==> config.mk <==
export PLATFORM = sky130hd
export DESIGN_NAME = fixed_slot_pool_allocator
export DESIGN_NICKNAME = d
export VERILOG_FILES = /design/src/rtl/core/fsp_pkg.sv /design/src/rtl/core/fixed_slot_pool_allocator.sv /design/src/rtl/core/fsp_ram.sv /design/src/rtl/core/fsp_muldiv.sv
export SDC_FILE = /design/constraint.sdc
export NUM_CORES = 1
export LEC_CHECK = 0
export BUFFER_PORTS_ARGS = -buffer_cell sky130_fd_sc_hd__buf_2
export CORE_MARGIN = 3
export CORE_UTILIZATION = 25
export CTS_CLUSTER_DIAMETER = 30
export CTS_CLUSTER_SIZE = 24
export DETAILED_ROUTE_END_ITERATION = 10
export GPL_TIMING_DRIVEN = 1
export HOLD_SLACK_MARGIN = 0.08
export PLACE_DENSITY = 0.5
export RECOVER_POWER = 50
export SETUP_SLACK_MARGIN = 0.05
export SYNTH_ARGS = -nofsm -noshare
export SYNTH_HDL_FRONTEND = slang
export SYNTH_HIERARCHICAL = 1
export SYNTH_SLANG_ARGS = --single-unit
==> constraint.sdc <==
create_clock -name clk_i -period 10.1 [get_ports clk_i]
set_input_delay 2.02 -clock clk_i [delete_from_list [all_inputs] [get_ports clk_i]]
set_output_delay 2.02 -clock clk_i [all_outputs]
set_load 0.005 [all_outputs]
==> src/rtl/core/fsp_pkg.sv <==
package fsp_pkg;

  // Default number of slots in the pool.
  localparam int NumSlotsDefault = 256;

  // Field widths fixed by the interface.
  localparam int AddrW  = 32;
  localparam int BytesW = 16;
  localparam int RunW   = 9;
  localparam int CfgIdxW = 2;

  // Reset values of the configuration registers.
  localparam logic [AddrW-1:0]  BaseReset   = '0;
  localparam logic [BytesW-1:0] BytesReset  = 16'd1;
  localparam logic [RunW-1:0]   CountReset  = 9'd256;

  // Iteration counts of the shared multiply/divide unit.
  localparam int MulSteps = BytesW;
  localparam int DivSteps = AddrW;
  localparam int StepW    = $clog2(DivSteps);

  typedef enum logic [CfgIdxW-1:0] {
    REG_BASE   = 2'd0,
    REG_SBYTES = 2'd1,
    REG_SCOUNT = 2'd2
  } reg_idx_e;

  typedef enum logic [2:0] {
    OP_ALLOC_ONE = 3'd0,
    OP_ALLOC_RUN = 3'd1,
    OP_FREE_ONE  = 3'd2,
    OP_FREE_RUN  = 3'd3,
    OP_CLEAR     = 3'd4
  } opcode_e;

  typedef enum logic [1:0] {
    STATUS_OK      = 2'd0,
    STATUS_FULL    = 2'd1,
    STATUS_BADADDR = 2'd2,
    STATUS_BADRUN  = 2'd3
  } status_e;

  typedef enum logic [2:0] {
    S_CLEAR,
    S_IDLE,
    S_DIV,
    S_SCAN,
    S_WRITE,
    S_MUL
  } state_e;

  typedef enum logic {
    MD_MUL,
    MD_DIV
  } md_mode_e;

  typedef struct packed {
    logic              start;
    md_mode_e          mode;
    logic [AddrW-1:0]  opa;
    logic [BytesW-1:0] opb;
  } md_req_t;

  typedef struct packed {
    logic              done;
    logic [AddrW-1:0]  result;
    logic [BytesW-1:0] rem;
  } md_rsp_t;

endpackage

==> src/rtl/core/fixed_slot_pool_allocator.sv <==
// Fixed-slot pool allocator with first-fit run search.
//
// A request transaction is accepted at a rising edge where start is high and busy is low.
// The opcode selects allocate one slot, allocate a run, free one slot, free a run or clear
// all. Exactly one result transaction follows: done_o is high for one cycle with status_o
// and slot_address_o valid. The receiver cannot stall, so the result is simply presented.
// Requests that fail the checks made at acceptance answer in the next cycle.
// Allocation streams the used bits of the pool through a memory with one read and one write
// port, one slot per cycle, then writes the run one slot per cycle and forms base plus
// size times index on a shared shift-and-add unit. Free operations first divide the offset
// by the slot size on the same unit; a free run then checks and rewrites n slots, one per
// cycle each. Clear all sweeps NUM_SLOTS entries, one per cycle.
// After reset the block runs the same sweep with busy high and gives no result for it;
// configuration writes are taken at any time but are meant for idle.
// Configuration registers: index 0 base address, 1 slot size in bytes, 2 slot count.
module fixed_slot_pool_allocator import fsp_pkg::*; #(
  parameter int NUM_SLOTS = NumSlotsDefault
) (
  input  logic                 clk_i,
  input  logic                 rst_ni,
  input  logic                 cfg_we_i,
  input  logic [CfgIdxW-1:0]   cfg_idx_i,
  input  logic [AddrW-1:0]     cfg_wdata_i,
  input  logic                 start,
  output logic                 busy,
  input  logic [2:0]           opcode_i,
  input  logic [AddrW-1:0]     address_i,
  input  logic [RunW-1:0]      run_length_i,
  output logic                 done_o,
  output logic [1:0]           status_o,
  output logic [AddrW-1:0]     slot_address_o
);

  // Count width holds NUM_SLOTS itself; index width addresses the memory.
  localparam int CW = $clog2(NUM_SLOTS + 1);
  localparam int EW = (CW > RunW) ? CW : RunW;
  localparam int IW = (NUM_SLOTS > 1) ? $clog2(NUM_SLOTS) : 1;

  // Configuration registers.
  logic [AddrW-1:0]  base_q;
  logic [BytesW-1:0] sbytes_q;
  logic [RunW-1:0]   scount_q;

  always_ff @(posedge clk_i or negedge rst_ni) begin
    if (!rst_ni) begin
      base_q   <= BaseReset;
      sbytes_q <= BytesReset;
      scount_q <= CountReset;
    end else if (cfg_we_i) begin
      case (cfg_idx_i)
        REG_BASE:   base_q   <= cfg_wdata_i;
        REG_SBYTES: sbytes_q <= cfg_wdata_i[BytesW-1:0];
        REG_SCOUNT: scount_q <= cfg_wdata_i[RunW-1:0];
        default: ;
      endcase
    end
  end

  // Effective slot count: the smaller of the register and the pool size.
  logic [EW-1:0] scount_ext;
  logic [EW-1:0] cnt;
  assign scount_ext = EW'(scount_q);
  assign cnt = (scount_ext < EW'(NUM_SLOTS)) ? scount_ext : EW'(NUM_SLOTS);

  // Sequencer state.
  state_e            state_q, state_d;
  opcode_e           op_q, op_d;
  logic [EW-1:0]     n_q, n_d;
  logic [EW-1:0]     ptr_q, ptr_d;
  logic [EW-1:0]     end_q, end_d;
  logic [EW-1:0]     first_q, first_d;
  logic [EW-1:0]     run_q, run_d;
  logic              pend_q, pend_d;
  logic [EW-1:0]     pidx_q, pidx_d;
  logic              wval_q, wval_d;
  logic              report_q, report_d;
  logic              done_q, done_d;
  status_e           status_q, status_d;
  logic [AddrW-1:0]  saddr_q, saddr_d;

  md_req_t           md_req;
  md_rsp_t           md_rsp;

  logic              ram_we;
  logic [IW-1:0]     ram_waddr;
  logic              ram_wdata;
  logic [IW-1:0]     ram_raddr;
  logic              ram_rdata;

  logic [AddrW-1:0]  offset;
  logic [EW:0]       run_end;
  logic [EW-1:0]     idx;
  logic [EW-1:0]     found_first;
  logic              is_alloc;

  assign offset      = address_i - base_q;
  assign idx         = md_rsp.result[EW-1:0];
  assign run_end     = {1'b0, idx} + {1'b0, n_q};
  assign found_first = pidx_q + EW'(1) - n_q;
  assign is_alloc    = (op_q == OP_ALLOC_ONE) || (op_q == OP_ALLOC_RUN);

  always_comb begin
    state_d  = state_q;
    op_d     = op_q;
    n_d      = n_q;
    ptr_d    = ptr_q;
    end_d    = end_q;
    first_d  = first_q;
    run_d    = run_q;
    pend_d   = 1'b0;
    pidx_d   = pidx_q;
    wval_d   = wval_q;
    report_d = report_q;
    done_d   = 1'b0;
    status_d = status_q;
    saddr_d  = '0;

    md_req.start = 1'b0;
    md_req.mode  = MD_DIV;
    md_req.opa   = offset;
    md_req.opb   = sbytes_q;

    ram_we    = 1'b0;
    ram_waddr = ptr_q[IW-1:0];
    ram_wdata = wval_q;
    ram_raddr = ptr_q[IW-1:0];

    case (state_q)
      S_CLEAR: begin
        // Sweep every entry to free, after reset or on clear all.
        ram_we    = 1'b1;
        ram_wdata = 1'b0;
        ptr_d     = ptr_q + EW'(1);
        if (ptr_q == EW'(NUM_SLOTS - 1)) begin
          state_d  = S_IDLE;
          report_d = 1'b0;
          if (report_q) begin
            done_d   = 1'b1;
            status_d = STATUS_OK;
          end
        end
      end

      S_IDLE: begin
        if (start) begin
          op_d  = opcode_e'(opcode_i);
          n_d   = ((opcode_i == OP_ALLOC_ONE) || (opcode_i == OP_FREE_ONE)) ?
                  EW'(1) : EW'(run_length_i);
          ptr_d = '0;
          end_d = cnt;
          run_d = '0;
          case (opcode_i)
            OP_ALLOC_ONE: begin
              if (cnt == '0) begin
                done_d   = 1'b1;
                status_d = STATUS_FULL;
              end else begin
                state_d = S_SCAN;
              end
            end
            OP_ALLOC_RUN: begin
              if (run_length_i == '0) begin
                done_d   = 1'b1;
                status_d = STATUS_BADRUN;
              end else if (EW'(run_length_i) > cnt) begin
                done_d   = 1'b1;
                status_d = STATUS_FULL;
              end else begin
                state_d = S_SCAN;
              end
            end
            OP_FREE_ONE, OP_FREE_RUN: begin
              if ((opcode_i == OP_FREE_RUN) && (run_length_i == '0)) begin
                done_d   = 1'b1;
                status_d = STATUS_BADRUN;
              end else if ((sbytes_q == '0) || (address_i < base_q)) begin
                done_d   = 1'b1;
                status_d = STATUS_BADADDR;
              end else begin
                md_req.start = 1'b1;
                state_d      = S_DIV;
              end
            end
            OP_CLEAR: begin
              report_d = 1'b1;
              state_d  = S_CLEAR;
            end
            default: begin
              done_d   = 1'b1;
              status_d = STATUS_BADRUN;
            end
          endcase
        end
      end

      S_DIV: begin
        if (md_rsp.done) begin
          if ((md_rsp.rem != '0) || (md_rsp.result >= AddrW'(cnt))) begin
            done_d   = 1'b1;
            status_d = STATUS_BADADDR;
            state_d  = S_IDLE;
          end else if (op_q == OP_FREE_ONE) begin
            first_d = idx;
            ptr_d   = idx;
            end_d   = idx + EW'(1);
            wval_d  = 1'b0;
            state_d = S_WRITE;
          end else if (run_end > {1'b0, cnt}) begin
            done_d   = 1'b1;
            status_d = STATUS_BADRUN;
            state_d  = S_IDLE;
          end else begin
            first_d = idx;
            ptr_d   = idx;
            end_d   = run_end[EW-1:0];
            state_d = S_SCAN;
          end
        end
      end

      S_SCAN: begin
        // Issue one read per cycle; the data of the previous read is checked now.
        if (ptr_q != end_q) begin
          pend_d = 1'b1;
          pidx_d = ptr_q;
          ptr_d  = ptr_q + EW'(1);
        end
        if (pend_q) begin
          if (is_alloc) begin
            if (ram_rdata) begin
              run_d = '0;
            end else begin
              run_d = run_q + EW'(1);
              if (run_q + EW'(1) == n_q) begin
                // Lowest run of free slots found: mark it used.
                pend_d  = 1'b0;
                first_d = found_first;
                ptr_d   = found_first;
                end_d   = pidx_q + EW'(1);
                wval_d  = 1'b1;
                state_d = S_WRITE;
              end
            end
          end else if (!ram_rdata) begin
            // A free run must cover only used slots.
            pend_d   = 1'b0;
            done_d   = 1'b1;
            status_d = STATUS_BADRUN;
            state_d  = S_IDLE;
          end
        end else if (ptr_q == end_q) begin
          if (is_alloc) begin
            done_d   = 1'b1;
            status_d = STATUS_FULL;
            state_d  = S_IDLE;
          end else begin
            ptr_d   = first_q;
            wval_d  = 1'b0;
            state_d = S_WRITE;
          end
        end
      end

      S_WRITE: begin
        ram_we = 1'b1;
        ptr_d  = ptr_q + EW'(1);
        if (ptr_q + EW'(1) == end_q) begin
          if (is_alloc) begin
            md_req.start = 1'b1;
            md_req.mode  = MD_MUL;
            md_req.opa   = AddrW'(first_q);
            state_d      = S_MUL;
          end else begin
            done_d   = 1'b1;
            status_d = STATUS_OK;
            state_d  = S_IDLE;
          end
        end
      end

      S_MUL: begin
        if (md_rsp.done) begin
          done_d   = 1'b1;
          status_d = STATUS_OK;
          saddr_d  = base_q + md_rsp.result;
          state_d  = S_IDLE;
        end
      end

      default: begin
        state_d = S_IDLE;
      end
    endcase
  end

  always_ff @(posedge clk_i or negedge rst_ni) begin
    if (!rst_ni) begin
      state_q  <= S_CLEAR;
      ptr_q    <= '0;
      pend_q   <= 1'b0;
      report_q <= 1'b0;
      done_q   <= 1'b0;
    end else begin
      state_q  <= state_d;
      ptr_q    <= ptr_d;
      pend_q   <= pend_d;
      report_q <= report_d;
      done_q   <= done_d;
    end
  end

  always_ff @(posedge clk_i) begin
    op_q     <= op_d;
    n_q      <= n_d;
    end_q    <= end_d;
    first_q  <= first_d;
    run_q    <= run_d;
    pidx_q   <= pidx_d;
    wval_q   <= wval_d;
    status_q <= status_d;
    saddr_q  <= saddr_d;
  end

  fsp_ram #(
    .WIDTH (1),
    .DEPTH (NUM_SLOTS)
  ) u_used_ram (
    .clk_i   (clk_i),
    .we_i    (ram_we),
    .waddr_i (ram_waddr),
    .wdata_i (ram_wdata),
    .raddr_i (ram_raddr),
    .rdata_o (ram_rdata)
  );

  fsp_muldiv u_muldiv (
    .clk_i  (clk_i),
    .rst_ni (rst_ni),
    .req_i  (md_req),
    .rsp_o  (md_rsp)
  );

  assign busy           = (state_q != S_IDLE);
  assign done_o         = done_q;
  assign status_o       = status_q;
  assign slot_address_o = saddr_q;

endmodule

==> src/rtl/core/fsp_ram.sv <==
module fsp_ram #(
  parameter int WIDTH = 1,
  parameter int DEPTH = 256,
  localparam int AW = (DEPTH > 1) ? $clog2(DEPTH) : 1
) (
  input  logic             clk_i,
  input  logic             we_i,
  input  logic [AW-1:0]    waddr_i,
  input  logic [WIDTH-1:0] wdata_i,
  input  logic [AW-1:0]    raddr_i,
  output logic [WIDTH-1:0] rdata_o
);

  logic [WIDTH-1:0] mem_q [DEPTH];
  logic [WIDTH-1:0] rdata_q;

  always_ff @(posedge clk_i) begin
    if (we_i) begin
      mem_q[waddr_i] <= wdata_i;
    end
    rdata_q <= mem_q[raddr_i];
  end

  assign rdata_o = rdata_q;

endmodule

==> src/rtl/core/fsp_muldiv.sv <==
module fsp_muldiv import fsp_pkg::*; (
  input  logic    clk_i,
  input  logic    rst_ni,
  input  md_req_t req_i,
  output md_rsp_t rsp_o
);

  logic              busy_q, busy_d;
  logic              done_q, done_d;
  logic [StepW-1:0]  cnt_q, cnt_d;
  md_mode_e          mode_q, mode_d;
  logic [AddrW-1:0]  acc_q, acc_d;
  logic [AddrW-1:0]  sh_q, sh_d;
  logic [BytesW-1:0] rem_q, rem_d;
  logic [BytesW-1:0] b_q, b_d;
  logic [BytesW:0]   shifted;
  logic [BytesW:0]   sub;
  logic              ge;

  always_comb begin
    busy_d  = busy_q;
    done_d  = 1'b0;
    cnt_d   = cnt_q;
    mode_d  = mode_q;
    acc_d   = acc_q;
    sh_d    = sh_q;
    rem_d   = rem_q;
    b_d     = b_q;
    shifted = {rem_q, sh_q[AddrW-1]};
    ge      = (shifted >= {1'b0, b_q});
    sub     = shifted - {1'b0, b_q};
    if (req_i.start) begin
      busy_d = 1'b1;
      mode_d = req_i.mode;
      acc_d  = '0;
      rem_d  = '0;
      sh_d   = req_i.opa;
      b_d    = req_i.opb;
      cnt_d  = (req_i.mode == MD_MUL) ? StepW'(MulSteps - 1) : StepW'(DivSteps - 1);
    end else if (busy_q) begin
      if (mode_q == MD_MUL) begin
        // Shift-and-add: one multiplier bit per cycle.
        if (b_q[0]) begin
          acc_d = acc_q + sh_q;
        end
        sh_d = {sh_q[AddrW-2:0], 1'b0};
        b_d  = {1'b0, b_q[BytesW-1:1]};
      end else begin
        // Restoring division: one quotient bit per cycle.
        rem_d = ge ? sub[BytesW-1:0] : shifted[BytesW-1:0];
        sh_d  = {sh_q[AddrW-2:0], ge};
      end
      cnt_d = cnt_q - 1'b1;
      if (cnt_q == '0) begin
        busy_d = 1'b0;
        done_d = 1'b1;
      end
    end
  end

  always_ff @(posedge clk_i or negedge rst_ni) begin
    if (!rst_ni) begin
      busy_q <= 1'b0;
      done_q <= 1'b0;
    end else begin
      busy_q <= busy_d;
      done_q <= done_d;
    end
  end

  always_ff @(posedge clk_i) begin
    cnt_q  <= cnt_d;
    mode_q <= mode_d;
    acc_q  <= acc_d;
    sh_q   <= sh_d;
    rem_q  <= rem_d;
    b_q    <= b_d;
  end

  assign rsp_o.done   = done_q;
  assign rsp_o.result = (mode_q == MD_MUL) ? acc_q : sh_q;
  assign rsp_o.rem    = rem_q;

endmodule

==> results by group <==
Critical path
  – CP dominant cell by count: buf_4
  – Crit-path max cell delay: 1.99 ns
  – CP Data Required Time: 10.44 ns
  – CP max stage cell: clkbuf_1
  – CP Capture Type: flop
  – Worst R2R Setup Slack: 2.23 ns
  – WP data arrival: roughly 8.2 ns
  – Startpoint types: flop
  – Worst-path cell chain: clkbuf_1 > nand3_1 > or2_0 > nor2_1 > ha_1 > xor2_1 > nand4_1 > a2111o_1 > nor3_2 > buf_4 > inv_1 > o21ai_4 > buf_4 > buf_4 > a21o_1
  – CP max FO: 62
  – CP Class: flop to flop

Floorplan
  – Die area: 126000 µm²
  – # rows: 127
  – Core footprint: 120000 µm²
  – Die Wd: between 300 and 400 µm
  – Die H: 355 µm
  – # IOs: 118
  – Initial Util: 25.3%

GRT
  – Initial antenna violation count: 3
  – Total GRT Usage: about 15%
  – Largest net degree at the start of global routing: 257
  – Grt ovf: 0
  – Vias in the first global route: 23731
  – First-pass GRT wire length: 147 mm

CTS
  – CTS H-tree lvls: 4
  – Root Buffer: clkbuf_16
  – CTS tree: built
  – Hold-fix buffers, CTS: 0
  – CTS resizes: 0
  – Clk buf depth: 3
  – CTS clk-pin slew, worst paths: 0.05 ns
  – Post-CTS setup buffer count: 0
  – TritonCTS Sinks: 516
  – Clk Latency, worst-skew pair: about 0.74 ns
  – Inserted Clock Buffers: around 130

Timing
  – Worst slew margin relative to its limit: -208%
  – Clk_skew: just under 0.03 ns
  – Fin crit period: 7.87 ns
  – Final Setup Violations: 0
  – Final Hold Viols: 0
  – RSZ-0062 raised after global routing: no
  – Slew Limit Fails: 694
  – Total negative slack: 0 ns
  – Maximum clock frequency: 0.127 GHz
  – Actual slew at the worst max-slew pin: 4.62 ns
  – Fin crit share: between 70% and 80%

Synth
  – Asr flop ratio synth: 14.3%
  – Synthesized area per cell: 10.1 µm²
  – Top_reg_cell synth: edfxtp_1
  – Yosys cell types: 90
  – Gate Count Post-Synth: 3001
  – Synthesized flop and latch total: 516
  – Netlist Area Pre-Place: 30400 µm²
  – Post-synth EDFFs: around 360
  – Sequential fraction of the synthesis area: between 40% and 50%
  – YS warnings: 6
  – Mapped Nets: 3254

Place
  – Port bufs: 117
  – Post-DP HPWL: ~69 mm
  – Routability cong.: 0.870

Status
  – Failing checks: capacitance limit, slew limit
  – Status: finished with violations

Final layout
  – Most frequent cells in the layout: nor2_1, edfxtp_1, nand2_1
  – Commonest non-fill, non-tap cell in the layout: nor2_1
  – Ant. Diodes: 0
  – Area delta synth->final: 21.8%
  – Layout Nets: 3393
  – Share of layout cells above drive strength 1: 14.8%
  – Util after Layout: 30.8%

Power
  – Maximum vdd drop: 160 µV
  – PwrDens: 329 nW/µm²
  – Leakage: 13.8 nW

Run
  – Max-capacitance violation count: 13

Drt
  – Post-route ant nets: 0
  – Vias per cell: 4.98
  – DR iter-0 viols: 2269
  – Wire per inst: 20.2 µm
  – Post-Route WL: 98.2 mm
  – DRC Markers: 0
  – Via count: 24228
  – First-pass detailed-route iteration total: 5

Worst hold path
  – Hold WC Path Type: flop to flop
registers in the layout, summed over array words and instances, names as in the netlist, 16 cells and up:
signal / count
u_used_ram/mem_q: 256
base_q: 32
slot_address_o: 32
u_muldiv/acc_q: 32
u_muldiv/sh_q: 32
sbytes_q: 16
u_muldiv/b_q: 16
u_muldiv/rem_q: 16
logic make-up (layout without fill, tap and decap cells):
group,after synthesis,in the layout,synth area share (%)
fa+ha+maj,171,171,7.18
xor+xnor,140,140,4.24
mux,186,186,8.21
buf+inv,251,499,3.48
flops,516,516,47.1
simple gates,1060,1060,15.6
compound gates,677,677,14.3
critical path: cells and delay by family (launching register included):
family	cells	cell delay [ns]
AOI/OAI and AO/OA	3	1.28
buffers and inverters	5	3.84
xor gates and xnor gates	1	0.16
DFF	1	0.31
and+or+nand+nor	5	1.50
adders and majority gates	1	0.28
per-layer routing:
metal	GRT usage (%)	vias to the layer above	share of wire, %
li1	-	11329	-
met1	21.4	11954	46
met2	23.1	818	44
met3	3.66	125	7.3
met4	4.98	2	2.1
met5	0	-	0.013
layout make-up:
class                           count  area [µm²]
Clock buffer                      165        3530
Clock inverter                     78         978
Fill cell                       12493       83200
Inverter                          112         420
Multi-Input combinational cell   2234       15100
Sequential cell                   516       14300
Tap cell                         1612        2020
Timing Repair Buffer              144         721
cell usage after synthesis (all sizes together) (13+ instances only):
cell	count	area share, %
nor2	453	5.6
edfxtp	361	36
nand2	276	3.4
o21ai	181	3.0
ha	165	6.8
a21oi	155	2.5
inv	108	1.3
clkbuf	94	1.2
mux2	89	3.3
dfxtp	81	5.3
dfrtp	72	5.9
xor2	69	2.0
xnor2	67	2.0
nand3	62	1.0
a21o	61	1.5
mux2i	55	1.8
nor3	52	0.86
buf	45	0.94
mux4	42	3.1
nor2b	42	0.86
a31oi	31	0.64
a211oi	30	0.74
o21a	30	0.74
nor4	27	0.56
o22ai	27	0.56
nand4	26	0.53
nand2b	25	0.51
and2	22	0.45
o211ai	22	0.54
and3	19	0.41
or3	17	0.35
a21boi	13	0.32
final timing paths:
path,from,to,depth (start not counted)
setup reg to reg,ptr_q[3]$_DFFE_PN0P_,u_muldiv/b_q[11]$_DFFE_PP_,15
hold reg to reg,u_muldiv/acc_q[16]$_SDFFE_PP0P_,u_muldiv/acc_q[16]$_SDFFE_PP0P_,2
min in group asynchronous,rst_ni,base_q[22]$_DFFE_PN0P_,1
hold / removal,u_muldiv/acc_q[16]$_SDFFE_PP0P_,u_muldiv/acc_q[16]$_SDFFE_PP0P_,2
max in group asynchronous,rst_ni,sbytes_q[1]$_DFFE_PN0P_,2
setup / recovery,ptr_q[3]$_DFFE_PN0P_,u_muldiv/b_q[11]$_DFFE_PP_,15
power breakdown:
part           switching [mW]  total, mW  internal (mW)
sequential              0.381       3.24           2.86
clock                    1.38       4.17           2.78
combinational            2.96       4.79           1.83
stage by stage:
stage          cell area [µm²]  hold WS [ns]  power (mW)  cells  setup WS [ns]
2_1_floorplan            30400         0.447        6.58   3001           1.37
3_3_place_gp             32600         0.464        7.91   4618           3.13
3_5_place_dp             32600         0.467        7.92   4618           2.97
4_1_cts                  37100         0.474        12.2   4861           3.73
5_1_grt                  37100         0.485        12.9   4861           1.76
6_report                 37100         0.474        12.2   4861           2.23
No activity file was read; power rests on OpenSTA's default activity.
